$ cat src/hw/rtl/gcmc_pkg.sv
package gcmc_pkg;

    localparam int MAX_SENSORS   = 4;
    localparam int CODE_W        = 8;
    localparam int CMD_W         = 2;
    localparam int PASS_W        = 2;

    localparam int SENSORS_DEF   = 4;
    localparam int PASSES_DEF    = 2;
    localparam int CODE_BITS_DEF = 8;

    localparam logic [CMD_W-1:0] CMD_X = 2'd0;
    localparam logic [CMD_W-1:0] CMD_Y = 2'd1;

    typedef enum logic [1:0] {
        ST_INVALID = 2'd0,
        ST_ACCEPT  = 2'd1,
        ST_RESTART = 2'd2,
        ST_DONE    = 2'd3
    } st_t;

    typedef struct packed {
        st_t                                 status;
        logic [CMD_W-1:0]                    axis;
        logic [PASS_W-1:0]                   pass_count;
        logic                                axis_done;
        logic [MAX_SENSORS-1:0][CODE_W-1:0]  coord;
    } res_t;

endpackage

$ cat src/hw/rtl/gcmc_pass_ctl.sv
module gcmc_pass_ctl #(
    parameter int SENSORS = gcmc_pkg::SENSORS_DEF,
    parameter int PASSES  = gcmc_pkg::PASSES_DEF
) (
    input  logic                                                 clk,
    input  logic                                                 rst_n,
    input  logic                                                 fire,
    input  logic [gcmc_pkg::CMD_W-1:0]                           cmd,
    input  logic [gcmc_pkg::MAX_SENSORS-1:0][gcmc_pkg::CODE_W-1:0] dec,
    output gcmc_pkg::res_t                                       res
);
    import gcmc_pkg::*;

    localparam logic [PASS_W-1:0] PASS_LIMIT = PASS_W'(PASSES);

    logic [PASS_W-1:0]              x_pass_reg, x_pass_next;
    logic [PASS_W-1:0]              y_pass_reg, y_pass_next;
    logic [SENSORS-1:0][CODE_W-1:0] x_last_reg;
    logic [SENSORS-1:0][CODE_W-1:0] y_last_reg;

    logic                           cmd_ok;
    logic                           sel_y;
    logic [PASS_W-1:0]              pass_cur;
    logic                           axis_full;
    logic                           same;
    logic [PASS_W-1:0]              pass_new;
    logic                           update;

    // The previous pass row is always the data of the last accepted report,
    // so one row per axis is kept instead of the whole pass table.
    always_comb
    begin
        cmd_ok    = (cmd == CMD_X) || (cmd == CMD_Y);
        sel_y     = (cmd == CMD_Y);
        pass_cur  = sel_y ? y_pass_reg : x_pass_reg;
        axis_full = (pass_cur >= PASS_LIMIT);
        same      = 1'b1;
        if (pass_cur != '0)
        begin
            for (int i = 0; i < SENSORS; i++)
            begin
                if ((sel_y ? y_last_reg[i] : x_last_reg[i]) != dec[i])
                begin
                    same = 1'b0;
                end
            end
        end
        pass_new = same ? (pass_cur + PASS_W'(1)) : '0;
        update   = fire && cmd_ok && !axis_full;
    end

    always_comb
    begin
        x_pass_next = x_pass_reg;
        y_pass_next = y_pass_reg;
        if (update && !sel_y)
        begin
            x_pass_next = pass_new;
        end
        if (update && sel_y)
        begin
            y_pass_next = pass_new;
        end
    end

    always_ff @(posedge clk or negedge rst_n)
    begin
        if (!rst_n)
        begin
            x_pass_reg <= '0;
            y_pass_reg <= '0;
        end
        else
        begin
            x_pass_reg <= x_pass_next;
            y_pass_reg <= y_pass_next;
        end
    end

    always_ff @(posedge clk)
    begin
        if (update && same && !sel_y)
        begin
            x_last_reg <= dec[SENSORS-1:0];
        end
        if (update && same && sel_y)
        begin
            y_last_reg <= dec[SENSORS-1:0];
        end
    end

    always_comb
    begin
        res.axis = cmd;
        if (!cmd_ok)
        begin
            res.status     = ST_INVALID;
            res.pass_count = '0;
            res.axis_done  = 1'b0;
            res.coord      = '0;
        end
        else if (axis_full)
        begin
            res.status     = ST_DONE;
            res.pass_count = pass_cur;
            res.axis_done  = 1'b1;
            res.coord      = dec;
        end
        else
        begin
            res.status     = same ? ST_ACCEPT : ST_RESTART;
            res.pass_count = pass_new;
            res.axis_done  = (pass_new >= PASS_LIMIT);
            res.coord      = dec;
        end
    end

endmodule

$ cat config.mk
export PLATFORM = sky130hd
export DESIGN_NAME = gcmc_pass_ctl
export DESIGN_NICKNAME = d
export VERILOG_FILES = /design/src/hw/rtl/gcmc_pkg.sv /design/src/hw/rtl/gcmc_pass_ctl.sv
export SDC_FILE = /design/constraint.sdc
export NUM_CORES = 1
export LEC_CHECK = 0
export ABC_AREA = 1
export BUFFER_PORTS_ARGS = -buffer_cell sky130_fd_sc_hd__buf_4
export CELL_PAD_IN_SITES_DETAIL_PLACEMENT = 0
export CELL_PAD_IN_SITES_GLOBAL_PLACEMENT = 2
export CORE_ASPECT_RATIO = 0.6
export CORE_UTILIZATION = 32
export CTS_CLUSTER_SIZE = 25
export DETAILED_ROUTE_END_ITERATION = 10
export PLACE_DENSITY = 0.82
export SLEW_MARGIN = 20
export SYNTH_ARGS = -nofsm -noshare
export SYNTH_HDL_FRONTEND = slang
export SYNTH_SLANG_ARGS = --single-unit
export TNS_END_PERCENT = 30
$ cat constraint.sdc
create_clock -name clk -period 3.21 [get_ports clk]
set_input_delay 0.1605 -clock clk [delete_from_list [all_inputs] [get_ports clk]]
set_output_delay 0.1605 -clock clk [all_outputs]
set_load 0.03 [all_outputs]
After elaboration in Yosys (flattened, before gate mapping)
Cells that the tools add are included.

$add $sub $neg: 1. Magnitude comparators: 2. Muxes and demuxes: 16. Reductions and logical operators: 12. Equal/unequal tests: 5.

Operators with widths (number): $mux W35 (2); $mux W8 (4); $ne A8 B8 Y1 (4); $mux W2 (5); $logic_and A1 B1 Y1 (7); $mux W1 (5); $ge A2 B2 Y1 const B (2); $add A2 B1 Y2 const B (1); $eq A2 B1 Y1 const B (1); $logic_not A1 Y1 (2); $logic_not A2 Y1 (1); $reduce_bool A2 Y1 (1); $logic_or A1 B1 Y1 (1).

Bits of input ports: 37. Word-level logic and storage cells: 46. Bits in registers: 68. Output and inout bits: 39.

Longest topological paths before layout
Gate-level depths: netlist (run 1).

Word-level depth: 12. Gate-level depth with buffers: 17. Gate-level depth less buffers: 15.

Worst setup path after synthesis (run 1)
OpenSTA, ideal clock, no wires.

Path kind: input port to flip-flop. Start point: input port cmd[1] in the netlist's numbering. End point: register x_last_reg[0] in the netlist's numbering, enable pin. Required time: 2.789 ns. Cell stages on the path: 11. Setup slack: 0.067 ns. Setup time: 0.421 ns. Path buffers: 3. Arrival time: 2.722 ns. Cells stage by stage: buf_6 inv_4 nand2_4 buf_8 buf_8 mux2i_1 ha_1 inv_1 nand2_4 nand2_1 nor2_1.

Longest elaborated chain between the ends: 10. Elaborated cells between the ends (all ways): 25. Those cells by class: order compare (1); eq/ne (5); mux (10); reduce/logical (9).

Ends and longest elaborated chain: from (decl) (RTL line gcmc_pass_ctl.sv:8) `input logic [gcmc_pkg::CMD_W-1:0] cmd,`; $eq A2 B1 Y1 (RTL line gcmc_pass_ctl.sv:33, gcmc_pass_ctl.sv:34); $mux W8 (RTL line gcmc_pass_ctl.sv:42) `if ((sel_y ? y_last_reg[i] : x_last_reg[i]) != dec[i])`; $ne A8 B8 Y1 (RTL line gcmc_pass_ctl.sv:42); $mux W1 (4 in series) (RTL line gcmc_pass_ctl.sv:42); $mux W1 (RTL line gcmc_pass_ctl.sv:38) `if (pass_cur != '0)`; $logic_and A1 B1 Y1 (RTL line gcmc_pass_ctl.sv:82) `if (update && same && !sel_y)`; $logic_and A1 B1 Y1 * (RTL line gcmc_pass_ctl.sv:82); to (signal assigned) (RTL line gcmc_pass_ctl.sv:84) `x_last_reg <= dec[SENSORS-1:0];`; to (decl) (RTL line gcmc_pass_ctl.sv:18) `logic [SENSORS-1:0][CODE_W-1:0] x_last_reg;`.

Every way passes the cells marked *; elsewhere a longest branch is shown, timed or not. A chain may end at the register's enable or synchronous reset.

Worst setup path in the final report (run 1)
Start point: input port cmd[0] in the netlist's numbering. End point: register y_last_reg[19] in the netlist's numbering, enable pin.

Longest elaborated chain between the ends: 10. Elaborated cells between the ends (all ways): 24. Those cells by class: order compare (1); eq/ne (5); mux (10); reduce/logical (8).

Ends and longest elaborated chain: $eq A2 B1 Y1 (RTL line gcmc_pass_ctl.sv:33, gcmc_pass_ctl.sv:34); $mux W8 (RTL line gcmc_pass_ctl.sv:42); $ne A8 B8 Y1 (RTL line gcmc_pass_ctl.sv:42); $mux W1 (4 in series) (RTL line gcmc_pass_ctl.sv:42); $mux W1 (RTL line gcmc_pass_ctl.sv:38); $logic_and A1 B1 Y1 (RTL line gcmc_pass_ctl.sv:86) `if (update && same && sel_y)`; $logic_and A1 B1 Y1 * (RTL line gcmc_pass_ctl.sv:86); to (signal assigned) (RTL line gcmc_pass_ctl.sv:88) `y_last_reg <= dec[SENSORS-1:0];`; to (decl) (RTL line gcmc_pass_ctl.sv:19) `logic [SENSORS-1:0][CODE_W-1:0] y_last_reg;`.

Marks and branches as above.

==> results.py, run 1 <==
metrics = {
    "floorplanning": {
        "die-height_um": 84.7,
        "die_x_um": 140,
        "die_area_mm2": 0.0119,
        "core-area_mm2": 0.0108,
        "ioPinCount": 76,
        "rows": 29,
        "initial_utilization_pct": 33.8,
    },
    "power_and_ir_drop": {
        "switching_share_pct": 25.7,
        "power.net_switching_uw": 622,
        "clkPwrFrac_pct": 43.4,
        "p_per_area_mw_per_mm2": 520,
        "combPwrFrac_pct": 15.4,
        "p_leak_uw": 0.00228,
        "vdd_drop_max_mv": 0.285,
        "internal_power_uw": 1800,
        "seq_power_share_pct": 41.2,
    },
    "timing": {
        "fmax_mhz": 406,
        "holdWs_ns": 0.0221,
        "slew_headroom_pct": 65.9,
        "final.setup.worst_slack_ns": 0.744,
        "min_period_ns": 2.47,
        "rsz0062_at_grt": "no",
        "fin_crit_sh_pct": 76.8,
        "finalHoldViolCount": 0,
        "setup-tns-final_ns": 0,
        "finalMaxSlewViolations": 0,
        "finalSetupViolCount": 0,
        "worstMarginPinSlew_ns": 0.511,
        "skew_ns": 0.00518,
    },
    "critical_path": {
        "cp-start-kind": "input port",
        "cp_max_fo": 25,
        "crit_required_ns": 3.25,
        "path_class": "in2reg",
        "cp-end-kind": "flip-flop",
        "crit_arrival_ns": 2.51,
    },
    "place": {
        "dp_slack_ns": 0.376,
        "place.gp.congestion": 0.720,
        "dp.cells": 643,
        "place.port_buffers": 75,
        "detailed_place_hpwl_mm": 6.41,
    },
    "clocking": {
        "postCtsHoldBufs": 1,
        "cts_setup_buffers": 0,
        "clkSlewWorstSetupHoldPaths_ns": 0.05,
        "cts_tree": "built",
        "h-tree-depth": 3,
        "clk_latency_ns": 0.34,
        "cts.repair.resized": 0,
        "cts.sinks": 68,
        "cts_inserted_buffers": 9,
        "cts-root-buf": "clkbuf_16",
        "clk_path_buf_depth": 2,
    },
    "synth": {
        "netlist_area_mm2": 0.00365,
        "avgSynthCellArea_um2": 8.34,
        "yosysUniqueCellTypes": 24,
        "yosysTopAreaCellShare_pct": 52.6,
        "yosysSeqAreaShare_pct": 55.4,
        "syn_nets": 476,
        "syn-instance-count": 438,
        "yosys_warnings": 0,
        "yosysTopAreaCell": "edfxtp_1",
        "yosys-top-cells-area": "edfxtp_1, nand2_1, nand3_1, inv_1, nor2_1",
        "synth_seq_cells": 68,
    },
    "global_routing": {
        "overflow": 0,
        "antenna_found_initial": 0,
        "track_usage_pct": 16.2,
        "grt_pass1_wl_mm": 14.3,
        "grt_pass1_vias": 2672,
        "grt_max_degree": 40,
    },
    "layout": {
        "fillers": 1111,
        "drive_above_1_share_pct": 21.3,
        "final_cell_count_no_fill": 660,
        "final_net_count": 554,
        "diodes": 0,
        "area.growth.synth_to_final_pct": 27.5,
    },
    "routing": {
        "wl_per_cell_um": 13.7,
        "drc": 0,
        "viasPerCell": 4.44,
        "via_count": 2929,
        "routed_wl_mm": 9.03,
        "drt.antenna.violating_nets": 0,
        "drt-pass1-iter-count": 4,
        "drt_first_iter_violations": 208,
    },
    "hold_path": {
        "hold_path_class": "in2reg",
    },
    "status": {
        "outcome": "complete, no violations",
    },
    "job": {
        "cap_violations": 0,
    },
}
[worst paths after layout]
check	from	end	slack [ns]	cells after the start
setup / recovery	cmd[0]	y_last_reg[19]	0.74	16
hold / removal	dec[12]	y_last_reg[12]	0.02	1
setup reg to reg	x_last_reg[2]	y_last_reg[19]	0.89	14
hold reg to reg	x_pass_reg[1]	x_pass_reg[1]	0.47	2
max in group asynchronous	rst_n	y_pass_reg[0]	2.96	2
min in group asynchronous	rst_n	x_pass_reg[0]	0.15	2
[per-stage QoR]
| step | area, um2 | total power (uW) | util, % |
|---|---|---|---|
| detailed placement | 4330 | 1390 | 40.0 |
| finish | 4650 | 2420 | 43.0 |
| global placement | 4330 | 1390 | 40.0 |
| CTS | 4650 | 2440 | 43.0 |
| floorplan | 3650 | 1250 | - |
| global route | 4650 | 2510 | 43.0 |
[cell type report]
cell class                      count  area (um2)  area share (%)
Sequential cell                    68        2020            43.4
Multi-Input combinational cell    287        1250            26.9
Timing Repair Buffer               82         631            13.5
Inverter                           68         258            5.54
Clock buffer                        9         225            4.84
Tap cell                          139         174            3.74
Clock inverter                      7        91.3            1.96
[power by group through the flow]
stage               sequential, uW  clock, uW  combinational (uW)
global route                   998       1100                 410
finish                         997       1050                 373
global placement              1010          0                 373
detailed placement            1010          0                 375
floorplan                     1010          0                 239
CTS                            997       1070                 377
[cells in the final DEF (no fill, tap or decap)]
master	instances
nand2_1	169
buf_4	80
inv_1	66
edfxtp_1	64
nand3_1	52
nor2_1	45
clkbuf_16	9
a21oi_1	4
dfrtp_1	4
nand2_4	3
nand2_2	3
clkinvlp_4	3
nor2_4	2
o21ai_2	2
bufinv_16	2
inv_4	1
mux2i_1	1
inv_2	1
nor2_8	1
nand3_2	1
xor2_1	1
o21ai_1	1
o21bai_2	1
ha_1	1
clkinv_1	1
clkinv_2	1
dlygate4sd3_1	1
buf_12	1
[critical path, cell delays in order]
cell and delay [ns]:
buf_4 0.25, inv_2 0.11, nor2_8 0.29, nand2_1 0.13
nand2_1 0.08, nand2_1 0.05, nand2_1 0.07, nand2_1 0.07
nor2_1 0.10, nand2_1 0.06, nor2_1 0.18, nand2_1 0.14
nand2_4 0.11, nand2_1 0.13, nor2_4 0.29, buf_12 0.24
[layer usage]
metal / GRT usage (%) / wire length, um / up-vias
li1: - / - / 1531
met1: 23.9 / 4880 / 1317
met2: 21.8 / 3520 / 73
met3: 5.88 / 545 / 8
met4: 4.40 / 88 / 0
met5: 0 / 0 / -
[Yosys cell counts (all sizes together)]
cell type / number
a21oi: 4
buf: 12
clkbuf: 3
dfrtp: 4
edfxtp: 64
ha: 1
inv: 68
mux2i: 1
nand2: 175
nand3: 53
nor2: 48
o21ai: 3
o21bai: 1
xor2: 1
[cells by family after synthesis]
kind of cell               Yosys count  synth area share (%)
and+or+nand+nor                    276                  31.6
buffers and inverters               83                  10.7
DFF                                 68                  55.4
AOI/OAI and AO/OA                    8                  1.47
xor gates and xnor gates             1                 0.240
muxes                                1                 0.274
adders and majority gates            1                 0.343
Power figures use the tool's default switching activity.
==> run 2: changes to the inputs <==
- clock period: 3.21 -> 2.5 ns (I/O delays scaled with it)
==> run 2 against run 1 <==
- sequential share of layout area fell by 1.8 points
- design area rose by 4.2%
- clock skew rose by 0.0044 ns
- sequential power rose by 28%
- clock power rose by 7%
- core utilization rose by 1.8 points
- combinational power rose by 39%
- critical path type is now in2out
- wire length fell by 0.50%
- global-route usage barely moved
- power rose by 20%
- register-to-register slack got worse by 0.51 ns
==> results.py, run 2 (synthesis results as in run 1) <==
metrics = {
    "status": {
        "outcome": "complete, no violations",
    },
    "place": {
        "place.gp.congestion": 0.744,
        "detailed_place_hpwl_mm": 6.61,
        "dp.cells": 650,
        "dp_slack_ns": 0.0731,
        "place.port_buffers": 75,
    },
    "floorplanning": {
        "die-height_um": 84.7,
        "initial_utilization_pct": 33.8,
        "die_area_mm2": 0.0119,
        "die_x_um": 140,
        "rows": 29,
        "ioPinCount": 76,
        "core-area_mm2": 0.0108,
    },
    "layout": {
        "final_net_count": 576,
        "area.growth.synth_to_final_pct": 32.9,
        "multi_input_area_mm2": 0.00125,
        "layout_commonest_cell": "nand2_1",
        "most-common-layout-cells": "nand2_1, buf_4, inv_1, edfxtp_1, nand3_1",
        "drive_above_1_share_pct": 20.8,
        "seq_area_mm2": 0.00202,
        "utilization_pct": 44.9,
        "fillers": 1083,
        "diodes": 0,
        "final_cell_count_no_fill": 682,
    },
    "critical_path": {
        "ff2ff_path_depth": 14,
        "crit_path_end": "res[34]",
        "ff2ff_setup_slack_ns": 0.38,
        "r2r-end": "x_last_reg[16]",
        "cp-start-kind": "input port",
        "crit_arrival_ns": 2.14,
        "cp-end-kind": "primary output",
        "crit_required_ns": 2.38,
        "reg2reg_from": "y_last_reg[17]",
        "crit_start": "dec[0]",
        "path_class": "in2out",
        "cp_max_fo": 4,
    },
    "clocking": {
        "cts_inserted_buffers": 9,
        "cts.sinks": 68,
        "cts_tree": "built",
        "clk_path_buf_depth": 2,
        "cts-root-buf": "clkbuf_16",
        "clk_latency_ns": 0.33,
        "clkSlewWorstSetupHoldPaths_ns": 0.05,
        "h-tree-depth": 3,
    },
    "timing": {
        "rsz0062_at_grt": "no",
        "fin_crit_sh_pct": 90.7,
        "skew_ns": 0.00954,
        "finalMaxSlewViolations": 0,
        "worstMarginPinSlew_ns": 0.219,
        "slew_headroom_pct": 85.0,
        "final.setup.worst_slack_ns": 0.231,
        "fmax_mhz": 441,
        "min_period_ns": 2.27,
        "setup-tns-final_ns": 0,
        "finalSetupViolCount": 0,
        "finalHoldViolCount": 0,
    },
    "power_and_ir_drop": {
        "p_total_uw": 2920,
        "p_leak_uw": 0.00238,
        "p_per_area_mw_per_mm2": 601,
        "vdd_drop_max_mv": 0.300,
    },
    "job": {
        "cap_violations": 0,
    },
    "global_routing": {
        "grt_max_degree": 29,
        "track_usage_pct": 16.1,
        "grt_pass1_vias": 2679,
        "overflow": 0,
        "antenna_found_initial": 0,
        "grt_pass1_wl_mm": 14.3,
    },
    "routing": {
        "via_count": 3021,
        "drt.antenna.violating_nets": 0,
        "viasPerCell": 4.43,
        "wl_per_cell_um": 13.2,
        "drt-pass1-iter-count": 4,
        "routed_wl_mm": 8.99,
        "drc": 0,
        "drt_first_iter_violations": 102,
    },
    "hold_path": {
        "hold_path_class": "in2reg",
    },
}
==> run 2: cell type report <==
| cell class | instances | share of cell area, % |
|---|---|---|
| Sequential cell | 68 | 41.7 |
| Multi-Input combinational cell | 287 | 25.8 |
| Timing Repair Buffer | 104 | 18.2 |
| Clock buffer | 16 | 5.39 |
| Inverter | 68 | 5.31 |
| Tap cell | 139 | 3.58 |
==> run 2: where the power goes <==
group | total [uW] | internal [uW] | switching [uW]
clock | 1120 | 699 | 418
sequential | 1280 | 1270 | 10.7
combinational | 518 | 209 | 310
==> run 2: through the flow <==
| stage | hold WS [ns] | cell area [um2] |
|---|---|---|
| 2_1_floorplan | -0.171 | 3660 |
| 3_3_place_gp | -0.0774 | 4430 |
| 3_5_place_dp | -0.0756 | 4430 |
| 4_1_cts | 0.0000836 | 4840 |
| 5_1_grt | 0.00128 | 4850 |
| 6_report | 0.00852 | 4850 |
==> run 2: how the worst min path moves through the flow <==
stage                 start              to  slack [ns]  depth (start not counted)
floorplan             rst_n   x_pass_reg[0]       -0.17                          0
global placement      rst_n   x_pass_reg[1]       -0.08                          1
detailed placement    rst_n   x_pass_reg[1]       -0.08                          1
CTS                 dec[10]  y_last_reg[10]     0.00008                          1
global route        dec[24]  x_last_reg[24]       0.001                          1
finish              dec[24]  y_last_reg[24]       0.009                          1
==> run 2: routing by layer <==
metal	track usage, %	vias up	share of wire, %
met4	5.00	0	0.99
met3	4.85	8	6.2
met5	0	-	0
met1	22.9	1356	53
met2	23.5	85	40
li1	-	1572	-
==> run 2: what timing repair did <==
item,4_1_cts,5_1_grt
setup buffers,0,0
hold buffers,15,1
gates resized for setup,0,0
hold endpoints to repair,31,2
==> run 2: worst max-delay path: stages <==
cell and delay [ns]:
dlygate4sd3_1 0.54, buf_4 0.15, inv_1 0.06, nand3_1 0.07, nand2_1 0.06, nand2_1 0.05
nor2_1 0.16, nand2_1 0.12, nor2_1 0.11, nand2_1 0.12, nand2_4 0.08, buf_4 0.13
nand2_4 0.06, a21oi_1 0.13, buf_4 0.18
==> run 3: changes to the inputs <==
- CORE_UTILIZATION: 32 -> 34
- PLACE_DENSITY: 0.82 -> 0.86
- clock period: 2.5 -> 2.9 ns (I/O delays scaled with it)
==> run 3 against run 2 <==
- non-clock buffer count decreased by 19
- clock-buffer cell count decreased by 7
- sequential power decreased by 14%
- highest routed layer unchanged
- combinational power decreased by 21%
- largest cell class unchanged
==> results.py, run 3 (synthesis results as in run 1) <==
metrics = {
    "status": {
        "outcome": "complete, no violations",
    },
    "job": {
        "cap_violations": 0,
    },
    "floorplanning": {
        "die_x_um": 136,
        "initial_utilization_pct": 35.9,
        "rows": 28,
        "die_area_mm2": 0.0112,
        "die-height_um": 82.3,
        "ioPinCount": 76,
        "core-area_mm2": 0.0102,
    },
    "global_routing": {
        "track_usage_pct": 17.1,
        "antenna_found_initial": 0,
        "grt.met2_usage_pct": 25.4,
        "overflow": 0,
        "top_usage_layer": "met2",
        "grt_pass1_wl_mm": 13.8,
        "use_met1_pct": 23.7,
        "grt_pass1_vias": 2717,
        "grtUsageMet3_pct": 5.31,
        "grt_max_degree": 37,
    },
    "clocking": {
        "cts.repair.resized": 0,
        "cts.sinks": 68,
        "h-tree-depth": 3,
        "clk_path_buf_depth": 2,
        "cts_tree": "built",
        "cts-root-buf": "clkbuf_16",
        "cts_inserted_buffers": 9,
        "clk_latency_ns": 0.33,
        "clkSlewWorstSetupHoldPaths_ns": 0.05,
    },
    "hold_path": {
        "hold_end": "x_last_reg[9]",
        "holdPathStages": 1,
        "worstHoldStart": "dec[9]",
        "hold_path_class": "in2reg",
    },
    "critical_path": {
        "ff2ff_path_depth": 14,
        "crit_path_cell_trace": "inv_1 -> nand2_1 -> nand2_1 -> nand2_1 -> nand2_1 -> nand2_1 -> nor2_1 -> nand2_1 -> nor2_1 -> nand2_1 -> nand2_4 -> nand2_1 -> nor2_4 -> buf_12",
        "crit_required_ns": 2.93,
        "worst_path_largest_cell_delay_ns": 0.36,
        "cp-start-kind": "flip-flop",
        "path_class": "reg2reg",
        "critPathTopFamily": "simple AND/OR/NAND/NOR gates",
        "cpMostUsedCell": "nand2_1",
        "reg2reg_from": "y_last_reg[2]",
        "crit_arrival_ns": 2.29,
        "r2r-end": "x_last_reg[11]",
        "crit_buf_inv": 2,
        "ff2ff_setup_slack_ns": 0.64,
        "cp-end-kind": "flip-flop",
        "cp_max_fo": 21,
        "slowest_stage": "edfxtp_1",
    },
    "timing": {
        "final.setup.worst_slack_ns": 0.644,
        "fin_crit_sh_pct": 77.8,
        "finalHoldViolCount": 0,
        "worstMarginPinSlew_ns": 0.382,
        "finalMaxSlewViolations": 0,
        "fmax_mhz": 443,
        "rsz0062_at_grt": "no",
        "holdWs_ns": 0.0122,
        "skew_ns": 0.00407,
        "slew_headroom_pct": 73.8,
        "finalSetupViolCount": 0,
        "min_period_ns": 2.26,
    },
    "place": {
        "dp.cells": 642,
        "place.gp.congestion": 0.744,
        "detailed_place_hpwl_mm": 6.24,
        "dp_slack_ns": 0.301,
        "place.port_buffers": 75,
    },
    "layout": {
        "area.growth.synth_to_final_pct": 27.7,
        "multi_input_area_mm2": 0.00125,
        "layout_commonest_cell": "nand2_1",
        "seq_area_mm2": 0.00202,
        "most-common-layout-cells": "nand2_1, buf_4, inv_1, edfxtp_1, nand3_1",
        "final_net_count": 557,
        "diodes": 0,
        "fillers": 1019,
        "utilization_pct": 45.9,
        "final_cell_count_no_fill": 658,
        "drive_above_1_share_pct": 21.4,
    },
    "routing": {
        "routed_wl_mm": 8.57,
        "drc": 0,
        "drt-pass1-iter-count": 4,
        "via_count": 2954,
        "wl_per_cell_um": 13.0,
        "drt.antenna.violating_nets": 0,
        "drt_first_iter_violations": 165,
        "viasPerCell": 4.49,
    },
    "power_and_ir_drop": {
        "vdd_drop_max_mv": 0.264,
        "p_leak_uw": 0.00230,
        "p_per_area_mw_per_mm2": 547,
        "p_total_uw": 2550,
    },
}
[run 3: cell count changes in the layout (fill, tap and decap cells not counted), sizes merged]
cell	previous run	this run
buf	88	84
clkbuf	16	9
bufinv	0	1
dlygate4sd3	16	1
clkinv	0	5
[run 3: metal layers]
layer	vias up	routed length [um]
li1	1533	-
met5	-	0
met4	0	106
met1	1338	4420
met2	71	3600
met3	12	439
[run 3: worst max path at each step]
| stage | endpoint | start | slack [ns] | cells past startpoint |
|---|---|---|---|---|
| floorplan | x_last_reg[0] | cmd[1] | -0.23 | 11 |
| global placement | x_last_reg[2] | cmd[0] | 0.33 | 16 |
| detailed placement | x_last_reg[2] | cmd[0] | 0.30 | 16 |
| CTS | x_last_reg[11] | y_last_reg[2] | 0.59 | 14 |
| global route | x_last_reg[29] | x_last_reg[13] | 0.41 | 14 |
| finish | x_last_reg[11] | y_last_reg[2] | 0.64 | 14 |
[run 3: through the flow]
stage	instance area [um2]	TNS, ns
finish	4660	0
global route	4660	0
CTS	4660	0
detailed placement	4370	0
global placement	4370	0
floorplan	3650	-14.58
[run 3: cell type report]
cell class	count	share of cell area, %
clock inverters	6	1.21
multi-input cells	287	26.9
well taps	135	3.62
clock buffers	9	4.83
inverters	68	5.53
flip-flops and latches	68	43.4
repair buffers	85	14.5
[run 3: timing repair]
action                                 4_1_cts  5_1_grt
setup buffers                                0        0
hold buffers                                 1        0
endpoints found under the hold margin        4        0
[run 3: where the power goes]
| group | switching [uW] | internal (uW) | leakage (uW) |
|---|---|---|---|
| registers | 8.73 | 1100 | 0.000624 |
| logic | 256 | 152 | 0.00154 |
| clock network | 384 | 652 | 0.000140 |
| total | 649 | 1900 | 0.00230 |
